## config.mk

```make
export PLATFORM = sky130hd
export DESIGN_NAME = message_retry_scheduler_unit
export DESIGN_NICKNAME = d
export VERILOG_FILES = /design/src/rtl/core/mrs_pkg.sv /design/src/rtl/core/mrs_ram.sv /design/src/rtl/core/message_retry_scheduler_unit.sv
export SDC_FILE = /design/constraint.sdc
export NUM_CORES = 1
export LEC_CHECK = 0
export BUFFER_PORTS_ARGS = -buffer_cell sky130_fd_sc_hd__buf_2
export CAP_MARGIN = 15
export CORE_ASPECT_RATIO = 1.4
export CORE_MARGIN = 5
export CORE_UTILIZATION = 45
export DETAILED_ROUTE_END_ITERATION = 7
export GPL_TIMING_DRIVEN = 0
export SLEW_MARGIN = 25
export SYNTH_ARGS = -nofsm -noshare
export SYNTH_HDL_FRONTEND = slang
export SYNTH_SLANG_ARGS = --single-unit
```

## constraint.sdc

```tcl
create_clock -name clk -period 5 [get_ports clk]
set_clock_uncertainty 0.1 [all_clocks]
set_input_delay 0.5 -clock clk [delete_from_list [all_inputs] [get_ports clk]]
set_output_delay 0.5 -clock clk [all_outputs]
set_load 0.02 [all_outputs]
```

## src/rtl/core/mrs_pkg.sv

```systemverilog
package mrs_pkg;

	// Queue geometry and message id width.
	localparam int PROFILE_DEPTH = 16;
	localparam int COMMAND_DEPTH = 16;
	localparam int ID_BITS       = 8;

	localparam int PROF_AW = $clog2(PROFILE_DEPTH);
	localparam int PROF_CW = $clog2(PROFILE_DEPTH + 1);
	localparam int CMDQ_AW = $clog2(COMMAND_DEPTH);
	localparam int CMDQ_CW = $clog2(COMMAND_DEPTH + 1);

	// Working width for moving ids between the 8-bit ports and the queues.
	localparam int ID_WIDE = (ID_BITS > 8) ? ID_BITS : 8;

	localparam int MAX_EVENTS = 4;

	typedef enum logic [2:0] {
		CMD_TICK          = 3'd0,
		CMD_REPLY         = 3'd1,
		CMD_ADD_PROFILE   = 3'd2,
		CMD_ADD_COMMAND   = 3'd3,
		CMD_START         = 3'd4,
		CMD_STOP          = 3'd5,
		CMD_BEGIN_PROFILE = 3'd6
	} cmd_t;

	typedef enum logic [2:0] {
		EV_SEND_PROFILE = 3'd0,
		EV_SEND_COMMAND = 3'd1,
		EV_SEND_QUERY   = 3'd2,
		EV_LINK_OK      = 3'd3,
		EV_LINK_LOST    = 3'd4,
		EV_PROFILE_DONE = 3'd5,
		EV_QUEUE_FULL   = 3'd6
	} ev_kind_t;

	typedef enum logic [1:0] {
		MODE_IDLE      = 2'd0,
		MODE_PROFILE   = 2'd1,
		MODE_ACTIVE    = 2'd2,
		MODE_CANCELLED = 2'd3
	} mode_t;

	typedef enum logic [1:0] {
		CFG_QUERY_ID      = 2'd0,
		CFG_PROFILE_LIMIT = 2'd1,
		CFG_COMMAND_LIMIT = 2'd2,
		CFG_QUERY_LIMIT   = 2'd3
	} cfg_idx_t;

	typedef enum logic [1:0] {
		ST_IDLE,
		ST_READ,
		ST_EXEC,
		ST_EMIT
	} fsm_t;

	// Awaiting-reply flag bit positions.
	localparam int WAIT_PROFILE = 0;
	localparam int WAIT_QUERY   = 1;
	localparam int WAIT_COMMAND = 2;

	// Reply code classes.
	localparam logic [7:0] RC_PROFILE_LO = 8'h64;
	localparam logic [7:0] RC_PROFILE_HI = 8'h6E;
	localparam logic [7:0] RC_QUERY      = 8'h32;
	localparam logic [7:0] RC_CMD_A      = 8'h0A;
	localparam logic [7:0] RC_CMD_C      = 8'h0C;
	localparam logic [7:0] RC_CMD_D      = 8'h0D;
	localparam logic [7:0] RC_CMD_E      = 8'h0E;
	localparam logic [7:0] RC_CMD_ACK    = 8'h33;
	localparam logic [7:0] RC_BULK_LO    = 8'h96;
	localparam logic [7:0] RC_BULK_HI    = 8'hB4;

	localparam logic [7:0] RST_QUERY_ID      = 8'd0;
	localparam logic [5:0] RST_PROFILE_LIMIT = 6'd50;
	localparam logic [5:0] RST_COMMAND_LIMIT = 6'd20;
	localparam logic [5:0] RST_QUERY_LIMIT   = 6'd10;

	function automatic logic [ID_BITS-1:0] to_id(input logic [7:0] v);
		logic [ID_WIDE-1:0] w;
		w = ID_WIDE'(v);
		return w[ID_BITS-1:0];
	endfunction

	function automatic logic [7:0] from_id(input logic [ID_BITS-1:0] v);
		logic [ID_WIDE-1:0] w;
		w = ID_WIDE'(v);
		return w[7:0];
	endfunction

endpackage

```

## src/rtl/core/mrs_ram.sv

```systemverilog
module mrs_ram #(
	parameter int WIDTH = 8,
	parameter int DEPTH = 16
) (
	input  logic                     clk,
	input  logic                     we,
	input  logic [$clog2(DEPTH)-1:0] waddr,
	input  logic [WIDTH-1:0]         wdata,
	input  logic [$clog2(DEPTH)-1:0] raddr,
	output logic [WIDTH-1:0]         rdata
);

	logic [WIDTH-1:0] mem [DEPTH];

	always_ff @(posedge clk) begin
		if (we) begin
			mem[waddr] <= wdata;
		end
		rdata <= mem[raddr];
	end

endmodule

```

## src/rtl/core/message_retry_scheduler_unit.sv

```systemverilog
// Flow: an accepted request passes through the read state, where both queue heads are
// read, and the execute state; its results are then offered in the emit state.
// Results go out one per cycle while out_ready is high, and no new request is accepted
// until the last result of the previous one has been taken.
// A request that causes no result returns to idle from execute; results per request are 0 to 4.
// Reset clears mode, phase, flags, loss counters, queue pointers and the configuration
// registers to their defaults; queue RAM contents are not reset and are never read stale.
module message_retry_scheduler_unit
	import mrs_pkg::*;
(
	input  logic       clk,
	input  logic       arst_n,
	input  logic       in_valid,
	output logic       in_ready,
	input  logic [2:0] cmd,
	input  logic [7:0] reply_code,
	input  logic [7:0] message_id,
	output logic       out_valid,
	input  logic       out_ready,
	output logic [2:0] event_kind,
	output logic [7:0] sent_id,
	output logic       last,
	input  logic       cfg_we,
	input  logic [1:0] cfg_index,
	input  logic [7:0] cfg_data
);

	fsm_t state_q, state_d;

	logic [7:0] query_id_q;
	logic [5:0] prof_limit_q, cmd_limit_q, query_limit_q;

	mode_t      mode_q, mode_d;
	logic       phase_q, phase_d;
	logic [2:0] flags_q, flags_d;
	logic [5:0] plos_q, plos_d, clos_q, clos_d, qlos_q, qlos_d;

	logic [PROF_AW-1:0] phead_q, phead_d;
	logic [PROF_CW-1:0] pcnt_q, pcnt_d;
	logic [CMDQ_AW-1:0] chead_q, chead_d;
	logic [CMDQ_CW-1:0] ccnt_q, ccnt_d;

	logic [2:0] cmd_q;
	logic [7:0] code_q, id_q;

	ev_kind_t   ev_kind_q [MAX_EVENTS];
	logic [7:0] ev_id_q   [MAX_EVENTS];
	ev_kind_t   ev_kind_d [MAX_EVENTS];
	logic [7:0] ev_id_d   [MAX_EVENTS];
	logic [2:0] ev_cnt_q, ev_n;
	logic [1:0] ev_idx_q;

	logic exec_en, emit_hs, in_hs, last_ev;

	logic [ID_BITS-1:0] prof_rdata, cmd_rdata;
	logic               prof_we, cmd_we;
	logic [PROF_AW-1:0] prof_waddr;
	logic [CMDQ_AW-1:0] cmd_waddr;
	logic [PROF_AW:0]   prof_tail;
	logic [CMDQ_AW:0]   cmd_tail;
	logic [5:0]         plos_inc, clos_inc, qlos_inc;
	logic               rc_profile, rc_query, rc_cmd, rc_bulk;

	// The read address always follows the head, so the head entry is ready in ST_EXEC.
	mrs_ram #(.WIDTH(ID_BITS), .DEPTH(PROFILE_DEPTH)) u_prof_ram (
		.clk   (clk),
		.we    (prof_we),
		.waddr (prof_waddr),
		.wdata (to_id(id_q)),
		.raddr (phead_q),
		.rdata (prof_rdata)
	);

	mrs_ram #(.WIDTH(ID_BITS), .DEPTH(COMMAND_DEPTH)) u_cmd_ram (
		.clk   (clk),
		.we    (cmd_we),
		.waddr (cmd_waddr),
		.wdata (to_id(id_q)),
		.raddr (chead_q),
		.rdata (cmd_rdata)
	);

	assign in_hs   = in_valid && in_ready;
	assign emit_hs = out_valid && out_ready;
	assign last_ev = ({1'b0, ev_idx_q} == (ev_cnt_q - 3'd1));

	always_comb begin
		state_d = state_q;
		unique case (state_q)
			ST_IDLE: if (in_valid) state_d = ST_READ;
			ST_READ: state_d = ST_EXEC;
			ST_EXEC: state_d = (ev_n == 3'd0) ? ST_IDLE : ST_EMIT;
			ST_EMIT: if (out_ready && last_ev) state_d = ST_IDLE;
			default: state_d = ST_IDLE;
		endcase
	end

	always_comb begin
		in_ready  = (state_q == ST_IDLE);
		out_valid = (state_q == ST_EMIT);
		exec_en   = (state_q == ST_EXEC);
	end

	assign event_kind = ev_kind_q[ev_idx_q];
	assign sent_id    = ev_id_q[ev_idx_q];
	assign last       = last_ev;

	assign rc_profile = (code_q >= RC_PROFILE_LO) && (code_q <= RC_PROFILE_HI);
	assign rc_query   = (code_q == RC_QUERY);
	assign rc_cmd     = (code_q == RC_CMD_A) || (code_q == RC_CMD_C) || (code_q == RC_CMD_D)
		|| (code_q == RC_CMD_E) || (code_q == RC_CMD_ACK);
	assign rc_bulk    = (code_q >= RC_BULK_LO) && (code_q <= RC_BULK_HI);

	assign plos_inc = plos_q + 6'd1;
	assign clos_inc = clos_q + 6'd1;
	assign qlos_inc = qlos_q + 6'd1;

	// Tail slot is head plus count, folded back once into the queue depth.
	assign prof_tail = (PROF_AW+1)'(phead_q) + (PROF_AW+1)'(pcnt_q);
	assign cmd_tail  = (CMDQ_AW+1)'(chead_q) + (CMDQ_AW+1)'(ccnt_q);
	assign prof_waddr = (prof_tail >= (PROF_AW+1)'(PROFILE_DEPTH))
		? PROF_AW'(prof_tail - (PROF_AW+1)'(PROFILE_DEPTH)) : PROF_AW'(prof_tail);
	assign cmd_waddr  = (cmd_tail >= (CMDQ_AW+1)'(COMMAND_DEPTH))
		? CMDQ_AW'(cmd_tail - (CMDQ_AW+1)'(COMMAND_DEPTH)) : CMDQ_AW'(cmd_tail);

	always_comb begin
		mode_d  = mode_q;
		phase_d = phase_q;
		flags_d = flags_q;
		plos_d  = plos_q;
		clos_d  = clos_q;
		qlos_d  = qlos_q;
		phead_d = phead_q;
		pcnt_d  = pcnt_q;
		chead_d = chead_q;
		ccnt_d  = ccnt_q;
		prof_we = 1'b0;
		cmd_we  = 1'b0;
		ev_n    = 3'd0;
		for (int i = 0; i < MAX_EVENTS; i++) begin
			ev_kind_d[i] = EV_LINK_OK;
			ev_id_d[i]   = 8'd0;
		end

		unique case (cmd_q)
			CMD_TICK: begin
				if (mode_q == MODE_PROFILE) begin
					if (flags_q[WAIT_PROFILE]) begin
						if (plos_inc >= prof_limit_q) begin
							plos_d = 6'd0;
							ev_kind_d[ev_n[1:0]] = EV_LINK_LOST;
							ev_n = ev_n + 3'd1;
						end else begin
							plos_d = plos_inc;
						end
					end
					if (pcnt_q != '0) begin
						ev_kind_d[ev_n[1:0]] = EV_SEND_PROFILE;
						ev_id_d[ev_n[1:0]]   = from_id(prof_rdata);
						ev_n = ev_n + 3'd1;
						flags_d[WAIT_PROFILE] = 1'b1;
					end
				end else if (mode_q == MODE_ACTIVE && phase_q) begin
					if (flags_q[WAIT_QUERY]) begin
						if (qlos_inc >= query_limit_q) begin
							qlos_d = 6'd0;
							ev_kind_d[ev_n[1:0]] = EV_LINK_LOST;
							ev_n = ev_n + 3'd1;
						end else begin
							qlos_d = qlos_inc;
						end
					end
					ev_kind_d[ev_n[1:0]] = EV_SEND_QUERY;
					ev_id_d[ev_n[1:0]]   = from_id(to_id(query_id_q));
					ev_n = ev_n + 3'd1;
					flags_d[WAIT_QUERY] = 1'b1;
				end
				// Commands go out on tic ticks only, and a loss counts only with work queued.
				if (!phase_q && ccnt_q != '0) begin
					if (flags_q[WAIT_COMMAND]) begin
						if (clos_inc >= cmd_limit_q) begin
							clos_d = 6'd0;
							ev_kind_d[ev_n[1:0]] = EV_LINK_LOST;
							ev_n = ev_n + 3'd1;
						end else begin
							clos_d = clos_inc;
						end
					end
					ev_kind_d[ev_n[1:0]] = EV_SEND_COMMAND;
					ev_id_d[ev_n[1:0]]   = from_id(cmd_rdata);
					ev_n = ev_n + 3'd1;
					flags_d[WAIT_COMMAND] = 1'b1;
				end
				phase_d = ~phase_q;
			end
			CMD_REPLY: begin
				ev_kind_d[ev_n[1:0]] = EV_LINK_OK;
				ev_n = ev_n + 3'd1;
				if (rc_profile) begin
					plos_d = 6'd0;
					if (mode_q == MODE_PROFILE) begin
						if (pcnt_q != '0) begin
							phead_d = (phead_q == PROF_AW'(PROFILE_DEPTH - 1))
								? '0 : phead_q + PROF_AW'(1);
							pcnt_d  = pcnt_q - PROF_CW'(1);
							flags_d[WAIT_PROFILE] = 1'b0;
						end
						if (pcnt_d == '0) begin
							mode_d = MODE_IDLE;
							ev_kind_d[ev_n[1:0]] = EV_PROFILE_DONE;
							ev_n = ev_n + 3'd1;
						end
					end
				end
				if (rc_query) begin
					qlos_d = 6'd0;
					flags_d[WAIT_QUERY] = 1'b0;
				end
				if (rc_cmd) begin
					clos_d = 6'd0;
				end
				if ((rc_cmd || rc_bulk) && ccnt_q != '0) begin
					chead_d = (chead_q == CMDQ_AW'(COMMAND_DEPTH - 1))
						? '0 : chead_q + CMDQ_AW'(1);
					ccnt_d  = ccnt_q - CMDQ_CW'(1);
					flags_d[WAIT_COMMAND] = 1'b0;
				end
			end
			CMD_ADD_PROFILE: begin
				if (pcnt_q >= PROF_CW'(PROFILE_DEPTH)) begin
					ev_kind_d[ev_n[1:0]] = EV_QUEUE_FULL;
					ev_n = ev_n + 3'd1;
				end else begin
					prof_we = exec_en;
					pcnt_d  = pcnt_q + PROF_CW'(1);
				end
			end
			CMD_ADD_COMMAND: begin
				if (ccnt_q >= CMDQ_CW'(COMMAND_DEPTH)) begin
					ev_kind_d[ev_n[1:0]] = EV_QUEUE_FULL;
					ev_n = ev_n + 3'd1;
				end else begin
					cmd_we = exec_en;
					ccnt_d = ccnt_q + CMDQ_CW'(1);
				end
			end
			CMD_START:         mode_d = MODE_ACTIVE;
			CMD_STOP:          mode_d = MODE_CANCELLED;
			CMD_BEGIN_PROFILE: mode_d = MODE_PROFILE;
			default: ;
		endcase
	end

	always_ff @(posedge clk or negedge arst_n) begin
		if (!arst_n) begin
			state_q       <= ST_IDLE;
			query_id_q    <= RST_QUERY_ID;
			prof_limit_q  <= RST_PROFILE_LIMIT;
			cmd_limit_q   <= RST_COMMAND_LIMIT;
			query_limit_q <= RST_QUERY_LIMIT;
			mode_q        <= MODE_IDLE;
			phase_q       <= 1'b0;
			flags_q       <= 3'd0;
			plos_q        <= 6'd0;
			clos_q        <= 6'd0;
			qlos_q        <= 6'd0;
			phead_q       <= '0;
			pcnt_q        <= '0;
			chead_q       <= '0;
			ccnt_q        <= '0;
			ev_cnt_q      <= 3'd0;
			ev_idx_q      <= 2'd0;
		end else begin
			state_q <= state_d;
			if (cfg_we) begin
				unique case (cfg_idx_t'(cfg_index))
					CFG_QUERY_ID:      query_id_q    <= cfg_data;
					CFG_PROFILE_LIMIT: prof_limit_q  <= cfg_data[5:0];
					CFG_COMMAND_LIMIT: cmd_limit_q   <= cfg_data[5:0];
					CFG_QUERY_LIMIT:   query_limit_q <= cfg_data[5:0];
					default: ;
				endcase
			end
			if (exec_en) begin
				mode_q   <= mode_d;
				phase_q  <= phase_d;
				flags_q  <= flags_d;
				plos_q   <= plos_d;
				clos_q   <= clos_d;
				qlos_q   <= qlos_d;
				phead_q  <= phead_d;
				pcnt_q   <= pcnt_d;
				chead_q  <= chead_d;
				ccnt_q   <= ccnt_d;
				ev_cnt_q <= ev_n;
				ev_idx_q <= 2'd0;
			end else if (emit_hs && !last_ev) begin
				ev_idx_q <= ev_idx_q + 2'd1;
			end
		end
	end

	always_ff @(posedge clk) begin
		if (in_hs) begin
			cmd_q  <= cmd;
			code_q <= reply_code;
			id_q   <= message_id;
		end
		if (exec_en) begin
			for (int i = 0; i < MAX_EVENTS; i++) begin
				ev_kind_q[i] <= ev_kind_d[i];
				ev_id_q[i]   <= ev_id_d[i];
			end
		end
	end

`ifndef SYNTHESIS
	a_prof_cnt_bound: assert property (@(posedge clk) disable iff (!arst_n)
		pcnt_q <= PROF_CW'(PROFILE_DEPTH))
		else $error("profile queue count exceeds depth");

	a_cmd_cnt_bound: assert property (@(posedge clk) disable iff (!arst_n)
		ccnt_q <= CMDQ_CW'(COMMAND_DEPTH))
		else $error("command queue count exceeds depth");

	a_emit_nonempty: assert property (@(posedge clk) disable iff (!arst_n)
		out_valid |-> (ev_cnt_q != 3'd0) && (ev_cnt_q <= 3'(MAX_EVENTS)))
		else $error("result offered with an empty event buffer");

	a_accept_no_result: assert property (@(posedge clk) disable iff (!arst_n)
		in_hs |=> !out_valid && !in_ready)
		else $error("request accepted while results still pending");

	a_last_frees_input: assert property (@(posedge clk) disable iff (!arst_n)
		(emit_hs && last) |=> in_ready && !out_valid)
		else $error("input not reopened after final result");
`endif

endmodule
```

==> results of run 1 <==
sequential cells by signal, indices dropped and copies added (netlist names), 6 cells and up:
name and cells:
plos_q 6, query_limit_q 6, query_id_q 8, code_q 8, u_cmd_ram.rdata 8, u_prof_ram.rdata 8
u_cmd_ram.mem 128, cmd_limit_q 6, id_q 8, ev_kind_q 12, u_prof_ram.mem 128, ev_id_q 32
clos_q 6, qlos_q 6, prof_limit_q 6
cell usage in the layout (no fill, tap or decap), types with 13 or more instances in the layout:
cell	synthesis	routed
edfxtp_1	319	319
nand2_1	77	77
dfrtp_1	68	68
mux4_2	67	67
nor2_1	67	67
buf_2	13	58
o21ai_0	55	54
ha_1	47	46
clkbuf_16	0	42
inv_1	39	39
a21oi_1	38	38
mux2_2	37	37
clkbuf_1	27	30
mux2i_1	30	30
and3_1	23	23
xnor2_1	22	21
a22oi_1	18	18
dfxtp_1	16	16
nand3_1	13	13
layer usage:
layer  GRT usage  wire [um]  vias to the layer above
met5           0          0                        -
met4      0.0721       1620                        0
met3      0.0232       1250                       78
met2       0.327      20900                      194
met1       0.238      16500                     5203
li1            -          -                     4749
cell families (layout without fill, tap and decap cells):
group	after synthesis	count (layout)
AO/OA/AOI/OAI	188	188
XOR/XNOR	33	33
adder cells (fa/ha/maj)	50	50
buffers and inverters	90	223
flip-flops	410	410
multiplexers	134	134
AND/OR/NAND/NOR	267	267
area by class of cell:
class,instances,share of cell area
clock buffers,50,0.0542
flip-flops and latches,410,0.574
plain buffers,49,0.0115
well taps,528,0.0322
multi-input cells,672,0.284
inverters,41,0.00750
repair buffers,58,0.0201
clock inverters,25,0.0159
worst paths after layout:
check	startpoint	end	slack (ns)	cells after the start
hold / removal	message_id[3]	id_q[3]	0.03	1
min in group asynchronous	arst_n	plos_q[3]	0.44	2
setup reg to reg	plos_q[0]	ev_id_q[1][2]	0.32	21
max in group asynchronous	arst_n	cmd_limit_q[4]	3.67	3
hold reg to reg	ev_cnt_q[2]	ev_cnt_q[2]	0.40	2
setup / recovery	plos_q[0]	ev_id_q[1][2]	0.32	21
power breakdown:
| group | leakage [nW] | total [mW] | switching (mW) | internal [mW] |
|---|---|---|---|---|
| Combinational | 2.64 | 0.177 | 0.0914 | 0.0860 |
| Sequential | 3.92 | 3.73 | 0.0415 | 3.68 |
| Clock | 0.696 | 3.25 | 1.30 | 1.95 |
| Total | 7.25 | 7.15 | 1.43 | 5.72 |
metrics by stage:
| step | total power [mW] | worst slack, ns |
|---|---|---|
| floorplan | 3.89 | 1.00 |
| global placement | 3.97 | -0.103 |
| detailed placement | 3.98 | -0.115 |
| CTS | 7.23 | 0.0350 |
| global route | 7.40 | 0.0412 |
| finish | 7.15 | 0.324 |
what timing repair did:
| action | CTS | global route |
|---|---|---|
| cloned | 0 | 0 |
| pin swaps | 0 | 0 |
| resized for setup | 1 | 10 |
| hold buffers | 1 | 0 |
| hold endpoints to repair | 41 | 0 |
| endpoints found under the setup margin | 7 | 21 |
cell usage after synthesis, drive strengths merged, types with 7 or more instances:
cell	n	area, um^2
edfxtp	319	9580
nand2	77	289
nor2	69	264
dfrtp	68	1700
mux4	67	1510
o21ai	56	280
ha	47	588
inv	41	154
a21oi	39	199
mux2	37	417
mux2i	30	300
clkbuf	28	106
and3	24	155
xnor2	22	193
buf	21	125
a22oi	18	135
dfxtp	16	320
a221oi	14	123
nand3	13	65.1
nor3	13	70.1
a22o	11	96.3
xor2	11	96.3
nand2b	10	62.6
nand3b	10	75.1
nand4	9	56.3
a21o	8	60.1
nor2b	8	50.1
dfstp	7	184
worst register-to-register path: stages, from the launching register on:
cell,delay (ns)
dfrtp_1,0.44
ha_1,0.26
nand3_1,0.14
xnor2_2,0.20
ha_1,0.27
o21a_1,0.17
a21oi_1,0.16
o21ai_2,0.12
nand2_1,0.17
inv_1,0.12
ha_1,0.29
a21oi_1,0.12
o21ai_1,0.19
ha_1,0.37
nor2_1,0.05
a21oi_2,0.23
inv_1,0.10
ha_1,0.20
nand2_1,0.10
inv_1,0.17
a221oi_1,0.34
nor3_1,0.11
==> flow_summary_export.csv, run 1 <==
group,metric,value,unit
die,dieWidth,179,um
synthesis,async_flop_share,0.183,
setup_path,critical_path.top_delay_family,"adder cells",
setup_path,path_buf_inv,3,
synthesis,synth_ff_type,"edfxtp_1",
synthesis,postSynthAreaPerCell,15.3,um^2
clock_tree,clockRootBuffer,"clkbuf_16",
synthesis,ys_types,74,
routing,via_per_inst,5.58,
sta,maxSlewViolCount,0,
worst_hold_path,hold_class,"in -> reg",
synthesis,synth-compound-area-share,0.0697,
setup_path,start_kind,"register",
synthesis,synth_mux_area_frac,0.124,
run,cap_violations,0,
clock_tree,clk_pin_slew,0.06,ns
synthesis,yosys.area_share.simple,0.0765,
synthesis,synth_edf_count,319,
setup_path,slowest_delay,0.44,ns
setup_path,crit_path_frequent_cell,"ha_1",
place,port_buffers,47,
sta,slew_headroom,0.410,
routing,wl_per_cell,22.0,um
die,fp.dieH,246,um
setup_path,setup.worst_path.class,"reg -> reg",
setup_path,cpMaxStageDelayCell,"dfrtp_1",
grt,grt_usage,0.188,
place,place_area,19000,um^2
grt,antenna_found_initial,0,
clock_tree,cts_inserted_buffers,41,
setup_path,required,5.16,ns
sta,hold_violations,0,
pwr,peakVddDrop,0.193,mV
synthesis,yosys_register_bits,410,
sta,timing.fmax,214,MHz
synthesis,yosysWarnings,0,
place,hpwlAfterDp,28.2,mm
synthesis,yosysSeqAreaShare,0.656,
sta,fin_crit_sh,0.935,
sta,rsz0062_at_grt,"false",
finish,layout.cells.non_filler,1833,
finish,multi_input_area,5830,um^2
die,core_area,39400,um^2
place,place.gp.congestion,0.917,
sta,fin_tns_setup,0,ns
clock_tree,htreeDepth,2,
pwr,p_per_area,349,nW/um^2
sta,whs,0.0321,ns
outcome,status,"finished clean",
sta,period_minus_slack,4.68,ns
clock_tree,cts_tree,"yes",
place,placed_cells,1753,
synthesis,syn_inst,1172,
synthesis,synth_area,18000,um^2
finish,fillers,3284,
grt,grt_pass1_vias,10500,
routing,drcViolationCount,0,
grt,grt_max_degree,54,
finish,stdcell_area,20500,um^2
finish,final_nets,1357,
routing,routed_wl,40.3,mm
synthesis,synth-adder-area-share,0.0361,
routing,vias,10200,
finish,drive_above_1_share,0.212,
finish,register_area,11800,um^2
clock_tree,post_cts_buffers,0,
finish,syn_to_final_growth,14.2,%
synthesis,synth_top_family_by_area,"multiplexers",
setup_path,worstPathCellList,"ha_1, nand3_1, xnor2_2, ha_1, o21a_1, a21oi_1, o21ai_2, nand2_1, inv_1, ha_1, a21oi_1, o21ai_1, ha_1, nor2_1, a21oi_2, inv_1, ha_1, nand2_1, inv_1, a221oi_1, nor3_1",
pwr,leakage,7.25,nW
die,start_util,0.456,
finish,antenna_cells,0,
sta,setup_violations,0,
grt,overflow,0,
setup_path,cp.arrival,4.84,ns
finish,final_core_util,0.521,
routing,ant_nets,0,
grt,grt_pass1_wl,62.8,mm
clock_tree,clock_path_buffers,3,
synthesis,synth_xor_area_frac,0.0161,
die,num_rows,86,
clock_tree,numClockSinks,410,
routing,drt_iter0_drc,685,
setup_path,cp-end-kind,"register",
die,pin_count,48,
synthesis,synth_nets,1256,
routing,drt_pass1_iterations,5,
sta,tightest_slew,0.881,ns
die,dieArea,44100,um^2
clock_tree,worstSkewPairLatency,0.54,ns
setup_path,cp_max_fo,7,
Note: power is estimated with default switching activity, not from simulation.
==> inputs of run 2 (changes only) <==
--- a/config.mk
+++ b/config.mk
@@ -9,9 +9,11 @@
 export CAP_MARGIN = 15
 export CORE_ASPECT_RATIO = 1.4
 export CORE_MARGIN = 5
-export CORE_UTILIZATION = 45
+export CORE_UTILIZATION = 50
 export DETAILED_ROUTE_END_ITERATION = 7
 export GPL_TIMING_DRIVEN = 0
+export PLACE_DENSITY = 0.66
+export SKIP_LAST_GASP = 1
 export SLEW_MARGIN = 25
 export SYNTH_ARGS = -nofsm -noshare
 export SYNTH_HDL_FRONTEND = slang
==> flow_summary_export.csv, run 2 (synthesis gave the netlist of run 1 again) <==
group,metric,value,unit
outcome,status,"finished clean",
sta,rsz0062_at_grt,"false",
finish,multi_input_area,5810,um^2
grt,grt_max_degree,41,
grt,grt_pass1_vias,10500,
worst_hold_path,hold_depth,1,
routing,vias,10300,
die,dieWidth,170,um
clock_tree,cts_tree,"yes",
die,pin_count,48,
setup_path,slowest_delay,0.43,ns
finish,final_common_cell,"edfxtp_1",
finish,stdcell_area,20300,um^2
setup_path,start_kind,"register",
setup_path,path_buf_inv,3,
routing,routed.top_layer,"met4",
setup_path,critical_path.top_delay_family,"adder cells",
sta,hold_violations,0,
clock_tree,numClockSinks,410,
finish,mostFrequentLayoutCells,"319 x edfxtp_1, 75 x nand2_1, 68 x dfrtp_1",
place,placed_cells,1689,
grt,grt_usage,0.200,
place,port_buffers,47,
place,place.gp.congestion,0.915,
setup_path,cp-end-kind,"register",
sta,maxSlewViolCount,0,
finish,layout.cells.non_filler,1770,
sta,fin_tns_setup,0,ns
routing,wl_per_cell,22.4,um
clock_tree,clk_pin_slew,0.06,ns
grt,grt_pass1_wl,60.2,mm
setup_path,cp.depth,21,
setup_path,cp.arrival,4.92,ns
sta,slew_headroom,0.298,
die,core_area,35700,um^2
clock_tree,clock_path_buffers,3,
pwr,total_power,6.90,mW
sta,setup_violations,0,
routing,wl_met2,20.3,mm
place,hpwlAfterDp,27.9,mm
clock_tree,post_cts_buffers,0,
routing,via_per_inst,5.83,
finish,register_area,11800,um^2
grt,overflow,0,
routing,drt_pass1_iterations,7,
clock_tree,clockRootBuffer,"clkbuf_16",
sta,fin_crit_sh,0.951,
setup_path,cp_max_fo,7,
routing,drt-met1-wl,15.0,mm
routing,routed_wl,39.6,mm
setup_path,required,5.16,ns
pwr,peakVddDrop,0.246,mV
finish,syn_to_final_growth,13.3,%
setup_path,cpMaxStageDelayCell,"dfrtp_1",
routing,drcViolationCount,0,
sta,period_minus_slack,4.75,ns
routing,ant_nets,0,
clock_tree,worstSkewPairLatency,0.54,ns
finish,final_nets,1361,
clock_tree,htreeDepth,2,
finish,antenna_cells,0,
die,fp.dieH,234,um
pwr,p_per_area,339,nW/um^2
setup_path,setup.worst_path.class,"reg -> reg",
routing,drt_iter0_drc,689,
worst_hold_path,hold_class,"in -> reg",
grt,antenna_found_initial,0,
finish,reg_top3,"u_cmd_ram.mem x128, u_prof_ram.mem x128, ev_id_q x32",
run,cap_violations,0,
die,start_util,0.503,
sta,tightest_slew,1.04,ns
setup_path,crit_path_frequent_cell,"ha_1",
finish,fillers,2788,
pwr,leakage,7.21,nW
setup_path,r2r_cells,21,
clock_tree,cts_inserted_buffers,42,
setup_path,worstPathCellList,"ha_1, nand3_1, xnor2_1, ha_1, o21a_1, a21oi_1, o21ai_1, nand2_2, inv_1, ha_1, a21oi_1, o21ai_1, ha_1, nor2_1, a21oi_2, inv_1, ha_1, nand2_1, inv_1, a221oi_1, nor3_1",
routing,dr_wl_met3,2.08,mm
sta,timing.fmax,210,MHz
place,place_area,18900,um^2
finish,drive_above_1_share,0.206,
die,dieArea,39900,um^2
die,num_rows,82,
[run 2: per-stage QoR]
step	util	hold WS (ns)	setup slack (ns)
2_1_floorplan	-	0.104	1.00
3_3_place_gp	0.526	0.380	0.00823
3_5_place_dp	0.530	0.384	-0.0600
4_1_cts	0.567	0.0103	0.0564
5_1_grt	0.570	0.00305	0.0426
6_report	0.570	0.0358	0.245
[run 2: path summary, 6_finish.rpt]
kind | from | to | slack [ns]
min in group asynchronous | arst_n | plos_q[5] | 0.39
worst max register to register | plos_q[0] | ev_id_q[1][2] | 0.25
worst min register to register | prof_limit_q[3] | prof_limit_q[3] | 0.40
worst max-delay path | plos_q[0] | ev_id_q[1][2] | 0.25
max in group asynchronous | arst_n | cmd_limit_q[2] | 3.76
worst min-delay path | message_id[0] | id_q[0] | 0.04
[run 2: final cells by class]
cell class,instances,share of cell area
Timing Repair Buffer,61,0.0223
Sequential cell,410,0.579
Buffer,49,0.0115
Tap cell,462,0.0284
Clock buffer,60,0.0590
Multi-Input combinational cell,672,0.286
Inverter,41,0.00756
Clock inverter,15,0.00627
[run 2: repair_timing]
action	CTS	global route
resized for setup	1	9
hold endpoints to repair	33	0
hold buffers	1	0
gates cloned	0	0
pin swaps	0	0
endpoints found under the setup margin	3	14
[run 2: per-layer routing]
metal | track usage | up-vias
met5 | 0 | -
met4 | 0.0996 | 0
met3 | 0.0354 | 100
met2 | 0.351 | 298
met1 | 0.238 | 5150
li1 | - | 4763
[run 2: where the power goes]
part           leakage [nW]  switching [mW]  total, mW  internal, mW
logic                  2.65          0.0897      0.175        0.0855
registers              3.92          0.0422       3.73          3.69
clock network         0.647            1.23       3.00          1.77
==> inputs of run 3 (changes only) <==
--- a/config.mk
+++ b/config.mk
@@ -6,7 +6,7 @@
 export NUM_CORES = 1
 export LEC_CHECK = 0
 export BUFFER_PORTS_ARGS = -buffer_cell sky130_fd_sc_hd__buf_2
-export CAP_MARGIN = 15
+export CAP_MARGIN = 20
 export CORE_ASPECT_RATIO = 1.4
 export CORE_MARGIN = 5
 export CORE_UTILIZATION = 50
@@ -17,4 +17,5 @@
 export SLEW_MARGIN = 25
 export SYNTH_ARGS = -nofsm -noshare
 export SYNTH_HDL_FRONTEND = slang
+export SYNTH_HIERARCHICAL = 1
 export SYNTH_SLANG_ARGS = --single-unit
==> flow_summary_export.csv, run 3 <==
group,metric,value,unit
sta,maxSlewViolCount,0,
pwr,p_per_area,332,nW/um^2
grt,grt_pass1_vias,10600,
clock_tree,numClockSinks,410,
place,preCtsSetupSlack,-0.730,ns
sta,fin_tns_setup,0,ns
setup_path,start_kind,"register",
setup_path,setup.worst_path.class,"reg -> reg",
sta,timing.fmax,212,MHz
clock_tree,worstSkewPairLatency,0.54,ns
finish,mostFrequentLayoutCells,"319 x edfxtp_1, 67 x dfrtp_1, 59 x buf_2",
finish,layout.cells.non_filler,1747,
synthesis,yosysWarnings,6,
clock_tree,htreeDepth,2,
setup_path,cpMaxStageDelayCell,"dfrtp_1",
grt,overflow,0,
die,start_util,0.507,
finish,reg_top3,"u_cmd_ram/mem x128, u_prof_ram/mem x128, ev_id_q x32",
pwr,combPwrFrac,0.029,
routing,drcViolationCount,0,
finish,drive_above_1_share,0.219,
die,pin_count,48,
synthesis,yosysTopAreaCell,"edfxtp_1",
synthesis,synth_area,18200,um^2
setup_path,critical_path.top_delay_family,"adder cells",
die,num_rows,82,
pwr,leakage,7.36,nW
setup_path,path_buf_inv,3,
synthesis,yosysSeqAreaShare,0.647,
finish,fillers,2782,
grt,grt_max_degree,52,
grt,grt_usage,0.197,
worst_hold_path,hold_class,"in -> reg",
clock_tree,clock_path_buffers,3,
pwr,peakVddDrop,0.257,mV
finish,final_nets,1340,
sta,slew_headroom,0.359,
sta,period_minus_slack,4.73,ns
place,placed_cells,1660,
sta,whs,0.0396,ns
die,fp.dieH,236,um
outcome,status,"finished clean",
finish,antenna_cells,0,
finish,final_common_cell,"edfxtp_1",
place,port_buffers,47,
run,cap_violations,0,
die,dieArea,40400,um^2
setup_path,cp_max_fo,10,
synthesis,synth_common_cells,"319 x edfxtp_1, 68 x dfrtp_1, 55 x nand2_1",
synthesis,yosys_register_bits,410,
sta,setup_violations,0,
clock_tree,clk_pin_slew,0.06,ns
die,dieWidth,171,um
clock_tree,cts_inserted_buffers,41,
setup_path,crit_path_frequent_cell,"ha_1",
finish,syn_to_final_growth,13.3,%
sta,fin_crit_sh,0.945,
sta,tightest_slew,0.957,ns
routing,ant_nets,0,
grt,antenna_found_initial,0,
synthesis,postSynthAreaPerCell,15.9,um^2
place,hpwlAfterDp,27.5,mm
sta,hold_violations,0,
synthesis,synthTopCellsByArea,"edfxtp_1 53%, dfrtp_1 9.3%, mux4_2 5.8%, mux4_1 4.0%, ha_1 3.2%",
synthesis,synth_nets,1233,
synthesis,async_flop_share,0.183,
routing,via_per_inst,5.98,
pwr,seq_power_share,0.544,
grt,grt_pass1_wl,61.3,mm
routing,drt_pass1_iterations,5,
pwr,clkPwrFrac,0.426,
setup_path,cp.arrival,5.01,ns
synthesis,synth_edf_count,319,
setup_path,cp-end-kind,"register",
pwr,p_sw,1.37,mW
clock_tree,clockRootBuffer,"clkbuf_16",
synthesis,ys_types,87,
place,place.gp.congestion,0.913,
clock_tree,cts_tree,"yes",
routing,vias,10400,
routing,drt_iter0_drc,740,
synthesis,synth.most_common_cell,"edfxtp_1",
setup_path,worstPathCellList,"ha_4, nand3_1, xnor2_2, ha_1, a21o_1, a21oi_2, o31ai_4, nand2_2, inv_2, ha_1, a22oi_2, nand2_2, ha_1, nor2_1, o21bai_2, inv_1, ha_4, inv_1, ha_1, nor2_1, nor2_1, a32oi_1, and3b_1, nand4_1",
pwr,cell_internal_pwr,5.49,mW
routing,routed_wl,39.7,mm
die,core_area,35900,um^2
synthesis,syn_inst,1149,
finish,final_core_util,0.575,
synthesis,yosysTopAreaCellShare,0.526,
routing,wl_per_cell,22.7,um
setup_path,required,5.29,ns
synthesis,synth_ff_type,"edfxtp_1",
setup_path,slowest_delay,0.41,ns
pwr,switching_share,0.199,
sta,setup_slack,0.275,ns
[run 3: final timing paths]
path,from,slack [ns],depth (start not counted),to
setup / recovery,plos_q[1],0.27,24,state_q[1]
hold reg to reg,cmd_limit_q[1],0.40,1,cmd_limit_q[1]
hold / removal,cmd[0],0.04,1,cmd_q[0]
setup reg to reg,plos_q[1],0.27,24,state_q[1]
min in group asynchronous,arst_n,0.32,2,prof_limit_q[0]
max in group asynchronous,arst_n,3.84,3,cmd_limit_q[2]
[run 3: power groups by stage]
| stage | Combinational, mW | Clock (mW) | Sequential, mW |
|---|---|---|---|
| after floorplan | 0.132 | 0 | 3.78 |
| after global placement | 0.191 | 0 | 3.80 |
| after detailed placement | 0.202 | 0 | 3.80 |
| after CTS | 0.203 | 3.00 | 3.73 |
| after global routing | 0.227 | 3.13 | 3.73 |
| final | 0.201 | 2.92 | 3.73 |
[run 3: area by class of cell]
type	instances	area [um^2]	area share
plain buffers	41	287	0.0139
clock buffers	58	1150	0.0558
clock inverters	14	124	0.00600
inverters	49	184	0.00891
multi-input cells	649	6060	0.294
flip-flops and latches	410	11800	0.571
well taps	462	578	0.0280
repair buffers	64	468	0.0227
[run 3: worst reg2reg max path: cells and delay by family (launching register included)]
kind,cells,cell delay (ns)
AO/OA/AOI/OAI,6,1.09
XOR/XNOR,1,0.17
adder cells (fa/ha/maj),6,1.59
buffers and inverters,3,0.30
flip-flops,1,0.41
AND/OR/NAND/NOR,8,0.90
[run 3: stage by stage]
step                      instance area (um^2)  power, mW
after global placement                   19000       3.99
final                                    20600       6.85
after CTS                                20500       6.94
after detailed placement                 19100       4.00
after floorplan                          18200       3.91
after global routing                     20600       7.09
[run 3: cells by family after synthesis]
| family | share of synthesized area |
|---|---|
| mux | 0.119 |
| buf+inv | 0.0258 |
| simple gates | 0.0743 |
| flops | 0.647 |
| fa+ha+maj | 0.0356 |
| xor+xnor | 0.0139 |
| compound gates | 0.0841 |
[run 3: per-layer routing]
metal,GRT usage,vias up,share of wire,routed length [um]
li1,-,4789,-,-
met1,0.247,5300,0.39,15500
met2,0.347,270,0.53,21100
met3,0.0246,85,0.038,1520
met4,0.0759,0,0.041,1620
met5,0,-,0,0
[run 3: what timing repair did]
action | 4_1_cts | 5_1_grt
hold endpoints to repair | 21 | 0
buffers inserted | 2 | 4
setup endpoints to repair | 27 | 12
gates resized for setup | 6 | 6
pin swaps | 1 | 2
hold buffers | 1 | 0
